==> src/assert_macros.svh <==
// Assertion macros for the RTL of the line rasterizer, used by antialiased_line_rasterizer_core.
// Depends on nothing; each user supplies clk and rst_n in scope.
`ifndef ASSERT_MACROS_SVH
`define ASSERT_MACROS_SVH

// Checks that an implication holds at every clock edge outside reset.
`define ALR_ASSERT(label, prop, msg) \
    label: assert property (@(posedge clk) disable iff (!rst_n) (prop)) else $error(msg);

// Checks that a condition holds at every clock edge outside reset.
`define ALR_ASSERT_ALWAYS(label, cond, msg) \
    `ALR_ASSERT(label, 1'b1 |-> (cond), msg)

`endif

==> src/alr_pkg.sv <==
// Package for the antialiased line rasterizer: widths, constants and state type.
// Depends on nothing; used by alr_divider and antialiased_line_rasterizer_core.
`default_nettype none

package alr_pkg;

    localparam int COORD_BITS = 5;
    localparam int FRAC_BITS = 16;
    localparam int ALPHA_BITS = 8;
    localparam int MINOR_BITS = COORD_BITS + FRAC_BITS;
    localparam int PROD_BITS = FRAC_BITS + ALPHA_BITS;
    localparam int DIV_CNT_BITS = $clog2(MINOR_BITS);
    localparam int COLOR_BITS = 32;

    localparam logic [MINOR_BITS-1:0] FRAC_ONE = MINOR_BITS'(1) << FRAC_BITS;

    typedef enum logic [2:0] {
        ST_IDLE,
        ST_DIV,
        ST_PIX0,
        ST_PIX1,
        ST_FLUSH
    } state_t;

endpackage

`default_nettype wire

==> src/antialiased_line_rasterizer_core.sv <==
// Channel   Handshake                  Fields
// request   start, taken when !busy    start_x, start_y, end_x, end_y, line_color
// pixel     strobe, one cycle, no hold pixel_x, pixel_y, pixel_color, last_pixel
//
// A request is set up in the idle state, then passes through the gradient divider
// unless both endpoints lie on the same major coordinate.
// Each major step visits the two pixel states, one per candidate pixel, and the line
// ends with a closing flush state; a request has at most 32 major steps.
// Each pixel waits in a holding register until the next one or the closing state,
// so the last one can be marked. Reset puts the sequencer in idle; the receiver
// cannot stall the pixel stream.
`default_nettype none
`include "assert_macros.svh"

module antialiased_line_rasterizer_core (
    input  wire logic                               clk,
    input  wire logic                               rst_n,
    input  wire logic                               start,
    output logic                                    busy,
    input  wire logic [alr_pkg::COORD_BITS-1:0]     start_x,
    input  wire logic [alr_pkg::COORD_BITS-1:0]     start_y,
    input  wire logic [alr_pkg::COORD_BITS-1:0]     end_x,
    input  wire logic [alr_pkg::COORD_BITS-1:0]     end_y,
    input  wire logic [alr_pkg::COLOR_BITS-1:0]     line_color,
    output logic                                    strobe,
    output logic [alr_pkg::COORD_BITS-1:0]          pixel_x,
    output logic [alr_pkg::COORD_BITS-1:0]          pixel_y,
    output logic [alr_pkg::COLOR_BITS-1:0]          pixel_color,
    output logic                                    last_pixel
);

    localparam int CB = alr_pkg::COORD_BITS;
    localparam int FB = alr_pkg::FRAC_BITS;
    localparam int MB = alr_pkg::MINOR_BITS;
    localparam int AB = alr_pkg::ALPHA_BITS;
    localparam int PB = alr_pkg::PROD_BITS;

    alr_pkg::state_t state_reg, state_next;

    logic                           steep_reg, steep_next;
    logic                           neg_reg, neg_next;
    logic [CB-1:0]                  maj_reg, maj_next;
    logic [CB-1:0]                  maj_end_reg, maj_end_next;
    logic [MB-1:0]                  minor_reg, minor_next;
    logic [MB-1:0]                  grad_reg, grad_next;
    logic [alr_pkg::COLOR_BITS-AB-1:0] color_reg, color_next;
    logic [AB-1:0]                  alpha_reg, alpha_next;
    logic [AB-1:0]                  a1_reg, a1_next;

    logic                           pend_valid_reg, pend_valid_next;
    logic [CB-1:0]                  pend_x_reg, pend_x_next;
    logic [CB-1:0]                  pend_y_reg, pend_y_next;
    logic [AB-1:0]                  pend_alpha_reg, pend_alpha_next;

    logic                           strobe_reg, strobe_next;
    logic [CB-1:0]                  out_x_reg, out_x_next;
    logic [CB-1:0]                  out_y_reg, out_y_next;
    logic [AB-1:0]                  out_alpha_reg, out_alpha_next;
    logic                           last_reg, last_next;

    logic                           div_start;
    logic [MB-1:0]                  div_dividend;
    logic [CB-1:0]                  div_divisor;
    logic                           div_done;
    logic [MB-1:0]                  div_quotient;

    alr_divider u_divider (
        .clk      (clk),
        .rst_n    (rst_n),
        .start    (div_start),
        .dividend (div_dividend),
        .divisor  (div_divisor),
        .done     (div_done),
        .quotient (div_quotient)
    );

    always_comb
    begin
        logic [CB-1:0] adx;
        logic [CB-1:0] ady;
        logic          steep;
        logic [CB-1:0] maj0;
        logic [CB-1:0] min0;
        logic [CB-1:0] maj1;
        logic [CB-1:0] min1;
        logic [CB-1:0] dmin;
        logic [CB-1:0] floor_v;
        logic [CB-1:0] floor_p1;
        logic [FB-1:0] frac;
        logic [PB-1:0] prod;
        logic [AB-1:0] a0;
        logic [AB-1:0] a1;
        logic          push;
        logic [CB-1:0] push_x;
        logic [CB-1:0] push_y;
        logic [AB-1:0] push_alpha;
        logic          flush;

        state_next = state_reg;
        steep_next = steep_reg;
        neg_next = neg_reg;
        maj_next = maj_reg;
        maj_end_next = maj_end_reg;
        minor_next = minor_reg;
        grad_next = grad_reg;
        color_next = color_reg;
        alpha_next = alpha_reg;
        a1_next = a1_reg;
        pend_valid_next = pend_valid_reg;
        pend_x_next = pend_x_reg;
        pend_y_next = pend_y_reg;
        pend_alpha_next = pend_alpha_reg;
        strobe_next = 1'b0;
        out_x_next = out_x_reg;
        out_y_next = out_y_reg;
        out_alpha_next = out_alpha_reg;
        last_next = last_reg;
        div_start = 1'b0;
        push = 1'b0;
        push_x = '0;
        push_y = '0;
        push_alpha = '0;
        flush = 1'b0;

        adx = (end_x > start_x) ? end_x - start_x : start_x - end_x;
        ady = (end_y > start_y) ? end_y - start_y : start_y - end_y;
        steep = (ady > adx);
        maj0 = steep ? start_y : start_x;
        min0 = steep ? start_x : start_y;
        maj1 = steep ? end_y : end_x;
        min1 = steep ? end_x : end_y;
        if (maj0 > maj1)
        begin
            {maj0, maj1} = {maj1, maj0};
            {min0, min1} = {min1, min0};
        end
        dmin = (min1 >= min0) ? min1 - min0 : min0 - min1;
        div_dividend = {dmin, {FB{1'b0}}};
        div_divisor = maj1 - maj0;

        floor_v = minor_reg[MB-1:FB];
        floor_p1 = floor_v + 1'b1;
        frac = minor_reg[FB-1:0];
        prod = PB'(alpha_reg) * PB'(frac);
        a1 = prod[PB-1:FB];
        a0 = alpha_reg - a1 - AB'(|prod[FB-1:0]);

        case (state_reg)
            alr_pkg::ST_IDLE:
            begin
                if (start)
                begin
                    steep_next = steep;
                    neg_next = (min1 < min0);
                    maj_next = maj0;
                    maj_end_next = maj1;
                    minor_next = {min0, {FB{1'b0}}};
                    color_next = line_color[alr_pkg::COLOR_BITS-1:AB];
                    alpha_next = line_color[AB-1:0];
                    if (maj1 == maj0)
                    begin
                        grad_next = alr_pkg::FRAC_ONE;
                        state_next = alr_pkg::ST_PIX0;
                    end
                    else
                    begin
                        div_start = 1'b1;
                        state_next = alr_pkg::ST_DIV;
                    end
                end
            end
            alr_pkg::ST_DIV:
            begin
                if (div_done)
                begin
                    grad_next = neg_reg ? MB'(0) - div_quotient : div_quotient;
                    state_next = alr_pkg::ST_PIX0;
                end
            end
            alr_pkg::ST_PIX0:
            begin
                a1_next = a1;
                if (a0 != '0)
                begin
                    push = 1'b1;
                    push_x = steep_reg ? floor_v : maj_reg;
                    push_y = steep_reg ? maj_reg : floor_v;
                    push_alpha = a0;
                end
                state_next = alr_pkg::ST_PIX1;
            end
            alr_pkg::ST_PIX1:
            begin
                if (a1_reg != '0)
                begin
                    push = 1'b1;
                    push_x = steep_reg ? floor_p1 : maj_reg;
                    push_y = steep_reg ? maj_reg : floor_p1;
                    push_alpha = a1_reg;
                end
                if (maj_reg == maj_end_reg)
                begin
                    state_next = alr_pkg::ST_FLUSH;
                end
                else
                begin
                    maj_next = maj_reg + 1'b1;
                    minor_next = minor_reg + grad_reg;
                    state_next = alr_pkg::ST_PIX0;
                end
            end
            alr_pkg::ST_FLUSH:
            begin
                flush = 1'b1;
                state_next = alr_pkg::ST_IDLE;
            end
            default:
            begin
                state_next = alr_pkg::ST_IDLE;
            end
        endcase

        if ((push || flush) && pend_valid_reg)
        begin
            strobe_next = 1'b1;
            out_x_next = pend_x_reg;
            out_y_next = pend_y_reg;
            out_alpha_next = pend_alpha_reg;
            last_next = flush;
        end
        if (push)
        begin
            pend_valid_next = 1'b1;
            pend_x_next = push_x;
            pend_y_next = push_y;
            pend_alpha_next = push_alpha;
        end
        else if (flush)
        begin
            pend_valid_next = 1'b0;
        end
    end

    always_ff @(posedge clk or negedge rst_n)
    begin
        if (!rst_n)
        begin
            state_reg <= alr_pkg::ST_IDLE;
            pend_valid_reg <= 1'b0;
            strobe_reg <= 1'b0;
        end
        else
        begin
            state_reg <= state_next;
            pend_valid_reg <= pend_valid_next;
            strobe_reg <= strobe_next;
        end
    end

    always_ff @(posedge clk)
    begin
        steep_reg <= steep_next;
        neg_reg <= neg_next;
        maj_reg <= maj_next;
        maj_end_reg <= maj_end_next;
        minor_reg <= minor_next;
        grad_reg <= grad_next;
        color_reg <= color_next;
        alpha_reg <= alpha_next;
        a1_reg <= a1_next;
        pend_x_reg <= pend_x_next;
        pend_y_reg <= pend_y_next;
        pend_alpha_reg <= pend_alpha_next;
        out_x_reg <= out_x_next;
        out_y_reg <= out_y_next;
        out_alpha_reg <= out_alpha_next;
        last_reg <= last_next;
    end

    assign busy = (state_reg != alr_pkg::ST_IDLE);
    assign strobe = strobe_reg;
    assign pixel_x = out_x_reg;
    assign pixel_y = out_y_reg;
    assign pixel_color = {color_reg, out_alpha_reg};
    assign last_pixel = last_reg;

    `ALR_ASSERT(a_no_pixel_after_accept, start && !busy |=> !strobe,
        "pixel strobe in the cycle after a request was taken")
    `ALR_ASSERT(a_quiet_after_last, strobe && last_pixel |=> !strobe,
        "pixel strobe right after the last pixel of a line")
    `ALR_ASSERT_ALWAYS(a_no_zero_alpha, !strobe || (pixel_color[AB-1:0] != '0),
        "pixel with zero alpha was sent")
    `ALR_ASSERT_ALWAYS(a_idle_empty, busy || !pend_valid_reg,
        "held pixel left behind while idle")

endmodule

`default_nettype wire

==> src/alr_divider.sv <==
// Iterative restoring divider for the line gradient, one quotient bit per cycle.
// Depends on alr_pkg for the coordinate and fraction widths.
`default_nettype none

module alr_divider (
    input  wire logic                              clk,
    input  wire logic                              rst_n,
    input  wire logic                              start,
    input  wire logic [alr_pkg::MINOR_BITS-1:0]    dividend,
    input  wire logic [alr_pkg::COORD_BITS-1:0]    divisor,
    output logic                                   done,
    output logic [alr_pkg::MINOR_BITS-1:0]         quotient
);

    logic                                active_reg;
    logic                                done_reg;
    logic [alr_pkg::DIV_CNT_BITS-1:0]    count_reg;
    logic [alr_pkg::MINOR_BITS-1:0]      quot_reg;
    logic [alr_pkg::MINOR_BITS-1:0]      quot_next;
    logic [alr_pkg::COORD_BITS-1:0]      rem_reg;
    logic [alr_pkg::COORD_BITS-1:0]      rem_next;
    logic [alr_pkg::COORD_BITS-1:0]      divisor_reg;
    logic [alr_pkg::COORD_BITS:0]        shifted;
    logic [alr_pkg::COORD_BITS-1:0]      diff;
    logic                                ge;

    always_comb
    begin
        shifted = {rem_reg, quot_reg[alr_pkg::MINOR_BITS-1]};
        diff = shifted[alr_pkg::COORD_BITS-1:0] - divisor_reg;
        ge = (shifted >= {1'b0, divisor_reg});
        rem_next = ge ? diff : shifted[alr_pkg::COORD_BITS-1:0];
        quot_next = {quot_reg[alr_pkg::MINOR_BITS-2:0], ge};
    end

    always_ff @(posedge clk or negedge rst_n)
    begin
        if (!rst_n)
        begin
            active_reg <= 1'b0;
            done_reg <= 1'b0;
            count_reg <= '0;
        end
        else
        begin
            done_reg <= 1'b0;
            if (start)
            begin
                active_reg <= 1'b1;
                count_reg <= '0;
            end
            else if (active_reg)
            begin
                count_reg <= count_reg + 1'b1;
                if (count_reg == alr_pkg::DIV_CNT_BITS'(alr_pkg::MINOR_BITS - 1))
                begin
                    active_reg <= 1'b0;
                    done_reg <= 1'b1;
                end
            end
        end
    end

    always_ff @(posedge clk)
    begin
        if (start)
        begin
            quot_reg <= dividend;
            rem_reg <= '0;
            divisor_reg <= divisor;
        end
        else if (active_reg)
        begin
            quot_reg <= quot_next;
            rem_reg <= rem_next;
        end
    end

    assign done = done_reg;
    assign quotient = quot_reg;

endmodule

`default_nettype wire
==> config.mk <==
export PLATFORM = sky130hd
export DESIGN_NAME = antialiased_line_rasterizer_core
export DESIGN_NICKNAME = d
export VERILOG_FILES = /design/src/alr_pkg.sv /design/src/antialiased_line_rasterizer_core.sv /design/src/alr_divider.sv
export VERILOG_INCLUDE_DIRS = /design/src /design/src/src
export SDC_FILE = /design/constraint.sdc
export NUM_CORES = 1
export LEC_CHECK = 0
export ABC_AREA = 1
export BUFFER_PORTS_ARGS = -buffer_cell sky130_fd_sc_hd__buf_4
export CORE_MARGIN = 1.5
export CORE_UTILIZATION = 45
export DETAILED_ROUTE_END_ITERATION = 10
export PLACE_DENSITY_LB_ADDON = 0.12
export SYNTH_ARGS = -nofsm -noshare
export SYNTH_HDL_FRONTEND = slang
export SYNTH_HIERARCHICAL = 1
export SYNTH_SLANG_ARGS = --single-unit
export TNS_END_PERCENT = 10
==> constraint.sdc <==
create_clock -name clk -period 14.4 [get_ports clk]
set_input_delay 2.16 -clock clk [delete_from_list [all_inputs] [get_ports clk]]
set_output_delay 2.16 -clock clk [all_outputs]
set_load 0.05 [all_outputs]
==> results.txt <==
The number of antenna violations at the first check in global routing is 0. The number of warnings printed during yosys synthesis came out at 6. The most critical setup path has its endpoint at u_divider/quotient[20]$_DFFE_PP_. The startpoint identified for the worst register-to-register timing path is alpha_reg[7]$_DFFE_PP_.

The final hold slack is 422.0 ps. Entering global routing, the biggest net connects 40 pins. The source-to-sink clock delay at the later pin of the worst-skew pair came out at 460 ps. Dividing the detail-routed wire length by the instance count gives 14.64 um. The worst reg-to-reg setup slack is 6260 ps.

The die covers 35270 um^2. The width of the die is 187.8 um. The core footprint is 33620 um^2.

The highest cell delay on the worst timing path is 490 ps. The layout has 3256 filler cells. The vertical extent of the die is 187.8 um. After detailed routing, the number of remaining DRC violations is 0. The critical path's slowest cell is sky130_fd_sc_hd__nor2_4.

The clock net sink count came out at 174. The H-tree depth reported by CTS came out at 4. The worst register-to-register path ends at pend_alpha_reg[5]$_DFFE_PP_. The final cycle utilization of the critical path came out at 0.5727. The clock-pin slew of the registers on the worst-case setup and hold paths came out at 70 ps. After clock tree synthesis, the repair step resized 0 gates. At the end of the flow the core is filled with cells to 0.5100.

The count of TritonRoute iterations in the first routing pass came out at 5. The distinct cell type count after synthesis is 63. Among all flip-flop cells after synthesis, the most frequent one is sky130_fd_sc_hd__edfxtp_1. Across all layers, the routed design uses 12115 vias.

The overall overflow remaining after global route came out at 0. The remaining max-slew budget at the tightest pin came out at 0.3516. The register with the most flip-flops in the layout has 24 of them.

The setup TNS is 0 ps. TritonCTS built the clock tree. The initial utilization of the core area, before any placement, comes to 0.4572. The total setup violations reported at the end of the flow is 0.

STA puts the critical path data arrival time at 8460 ps. During I/O placement, the number of pins put on the boundary was 100. The cell count after synthesis came out at 1880.

The row count is 67. After detailed placement, the design holds a cell count of 2396. The final hold violation count is 0. The worst setup skew after layout came out at 17.08 ps. The share of synthesized registers carrying an async set or reset came out at 0.06897.

Along the worst path, the maximum fanout reaches 36. The flow ran to the end, and the final reports show no timing, DRC or antenna violations. The total clock buffers created by CTS is 17. The number of nets at the end of the flow came out at 2240. In this run, synthesis produced a sequential element count of 174. The weighted congestion at the end of routability-driven global placement is 0.8895. The cell area after synthesis is 15370 um^2. The starting DRC count in detailed routing came out at 643. The critical path starts at start_x[2]. The sequential fraction of the synthesis area came out at 0.3328. After detailed routing, the number of vias per cell comes to 4.990. In the global route stage, overall resource usage came out at 0.2140. STA classifies the critical path endpoint as a flop. The cell depth of the worst flop-to-flop path is 35.

Data on the critical path is required at its endpoint by 14610 ps. The type of the setup path with the least slack is input pin to flop. In this design, the critical path's most frequently occurring cell is sky130_fd_sc_hd__nand2_1. The count of buffers added by post-CTS timing repair for setup is 0. The number of non-filler instances in the completed layout is 2428. The max capacitance violation total is 0. Buffers placed on the I/O ports in this run total 99. In this run the worst hold path is classified as flop to flop. The tree is rooted in a sky130_fd_sc_hd__clkbuf_16.

The slew of the pin with the lowest slew margin is 969.1 ps. The count of hold-fix buffers inserted at cts came out at 0. After legalization and detailed placement, the total HPWL measured 28.61 mm. The number of slew-limit violations in the final report came out at 0. The via count of the first global-routing pass came out at 12368.

The total length of routed wires came out at 35.55 mm. Setup repair after global routing left no endpoint under its margin. The post-route minimum period is 8247 ps. The remaining antenna violation count after routing came out at 0. From synthesis to final layout, the design area changed by 11.55%. The first global-routing pass estimated 60.17 mm of wire. STA classifies the critical path startpoint as an input pin. The maximum root-to-sink buffer count is 2. The antenna diode count came out at 0. The average cell area after synthesis is 8.175 um^2.

The number of synthesized flops with an enable pin is 157. Static timing analysis puts the maximum clock frequency at 0.1213 GHz. The proportion of layout cells with a drive suffix above 1 is 0.1086.
==> layout make-up <==
class                      count  area [um^2]  area share
inverter                     403         1513     0.08824
clock buffer                  20        467.9     0.02730
clock inverter                12        103.9    0.006058
timing repair buffer         107        803.3     0.04685
sequential                   174         5115      0.2984
multi-input combinational   1264         8581      0.5005
tap                          448        560.5     0.03270
==> routing by layer <==
layer / track usage / share of wire / vias to the layer above
met2: 0.3801 / 0.49 / 256
li1: - / - / 6125
met5: 0 / 0 / -
met1: 0.2624 / 0.44 / 5664
met3: 0.03013 / 0.034 / 70
met4: 0.08215 / 0.030 / 0
==> cells in the final DEF, fill, tap and decap left out, types with 17 or more instances in the layout <==
cell type	instances
sky130_fd_sc_hd__clkbuf_16	18
sky130_fd_sc_hd__nand4_1	23
sky130_fd_sc_hd__nand3_1	76
sky130_fd_sc_hd__inv_1	382
sky130_fd_sc_hd__nand2_1	471
sky130_fd_sc_hd__o21ai_0	85
sky130_fd_sc_hd__edfxtp_1	157
sky130_fd_sc_hd__ha_1	124
sky130_fd_sc_hd__fa_1	94
sky130_fd_sc_hd__nor2_1	79
sky130_fd_sc_hd__xnor2_1	17
sky130_fd_sc_hd__buf_4	107
sky130_fd_sc_hd__o21ai_1	21
sky130_fd_sc_hd__a21oi_1	98
sky130_fd_sc_hd__xor2_1	25
sky130_fd_sc_hd__inv_2	18
==> cell usage after synthesis, types with 21 or more instances <==
cell type                  instances  share of area
sky130_fd_sc_hd__a21oi_1          98          0.032
sky130_fd_sc_hd__nand2_1         471           0.12
sky130_fd_sc_hd__nor2_1           81          0.020
sky130_fd_sc_hd__o21ai_0          85          0.028
sky130_fd_sc_hd__ha_1            124           0.10
sky130_fd_sc_hd__nand4_1          23         0.0094
sky130_fd_sc_hd__nand3_1          76          0.025
sky130_fd_sc_hd__fa_1             94           0.12
sky130_fd_sc_hd__edfxtp_1        157           0.31
sky130_fd_sc_hd__inv_1           382          0.093
sky130_fd_sc_hd__xor2_1           25          0.014
sky130_fd_sc_hd__clkbuf_1         40         0.0098
sky130_fd_sc_hd__o21ai_1          21         0.0068
==> cell families after synthesis <==
| logic type | Yosys count | synth area share |
|---|---|---|
| DFF | 174 | 0.3328 |
| other | 1 | 0.0002440 |
| and+or+nand+nor | 719 | 0.2040 |
| adders and majority gates | 218 | 0.2234 |
| buffers and inverters | 457 | 0.1140 |
| AOI/OAI and AO/OA | 263 | 0.09745 |
| xor gates and xnor gates | 42 | 0.02394 |
| muxes | 6 | 0.004152 |
==> worst min-delay path by stage <==
stage                                startpoint                    endpoint  slack [ps]  cells past startpoint
finish              pend_alpha_reg[5]$_DFFE_PP_  out_alpha_reg[5]$_DFFE_PP_         420                      0
global route        pend_alpha_reg[5]$_DFFE_PP_  out_alpha_reg[5]$_DFFE_PP_         430                      0
CTS                 pend_alpha_reg[5]$_DFFE_PP_  out_alpha_reg[5]$_DFFE_PP_         420                      0
detailed placement  pend_alpha_reg[7]$_DFFE_PP_  out_alpha_reg[7]$_DFFE_PP_         410                      0
global placement    pend_alpha_reg[0]$_DFFE_PP_  out_alpha_reg[0]$_DFFE_PP_         400                      0
floorplan           pend_alpha_reg[0]$_DFFE_PP_  out_alpha_reg[0]$_DFFE_PP_         400                      0
==> through the flow <==
stage               area (um^2)  setup slack, ps
floorplan                 15420             6565
global route              17140             5381
CTS                       17140             6163
global placement          16570             5925
finish                    17140             6153
detailed placement        16570             5737
==> critical path, delay by kind of cell <==
family	cells	cell delay, ps
buffers and inverters	5	360
AND/OR/NAND/NOR	16	2230
XOR/XNOR	1	190
AO/OA/AOI/OAI	12	2140
adder cells (fa/ha/maj)	4	1400
Power is not shown: default switching activity piles up to over one toggle a cycle in this logic, so the estimate is an artifact.
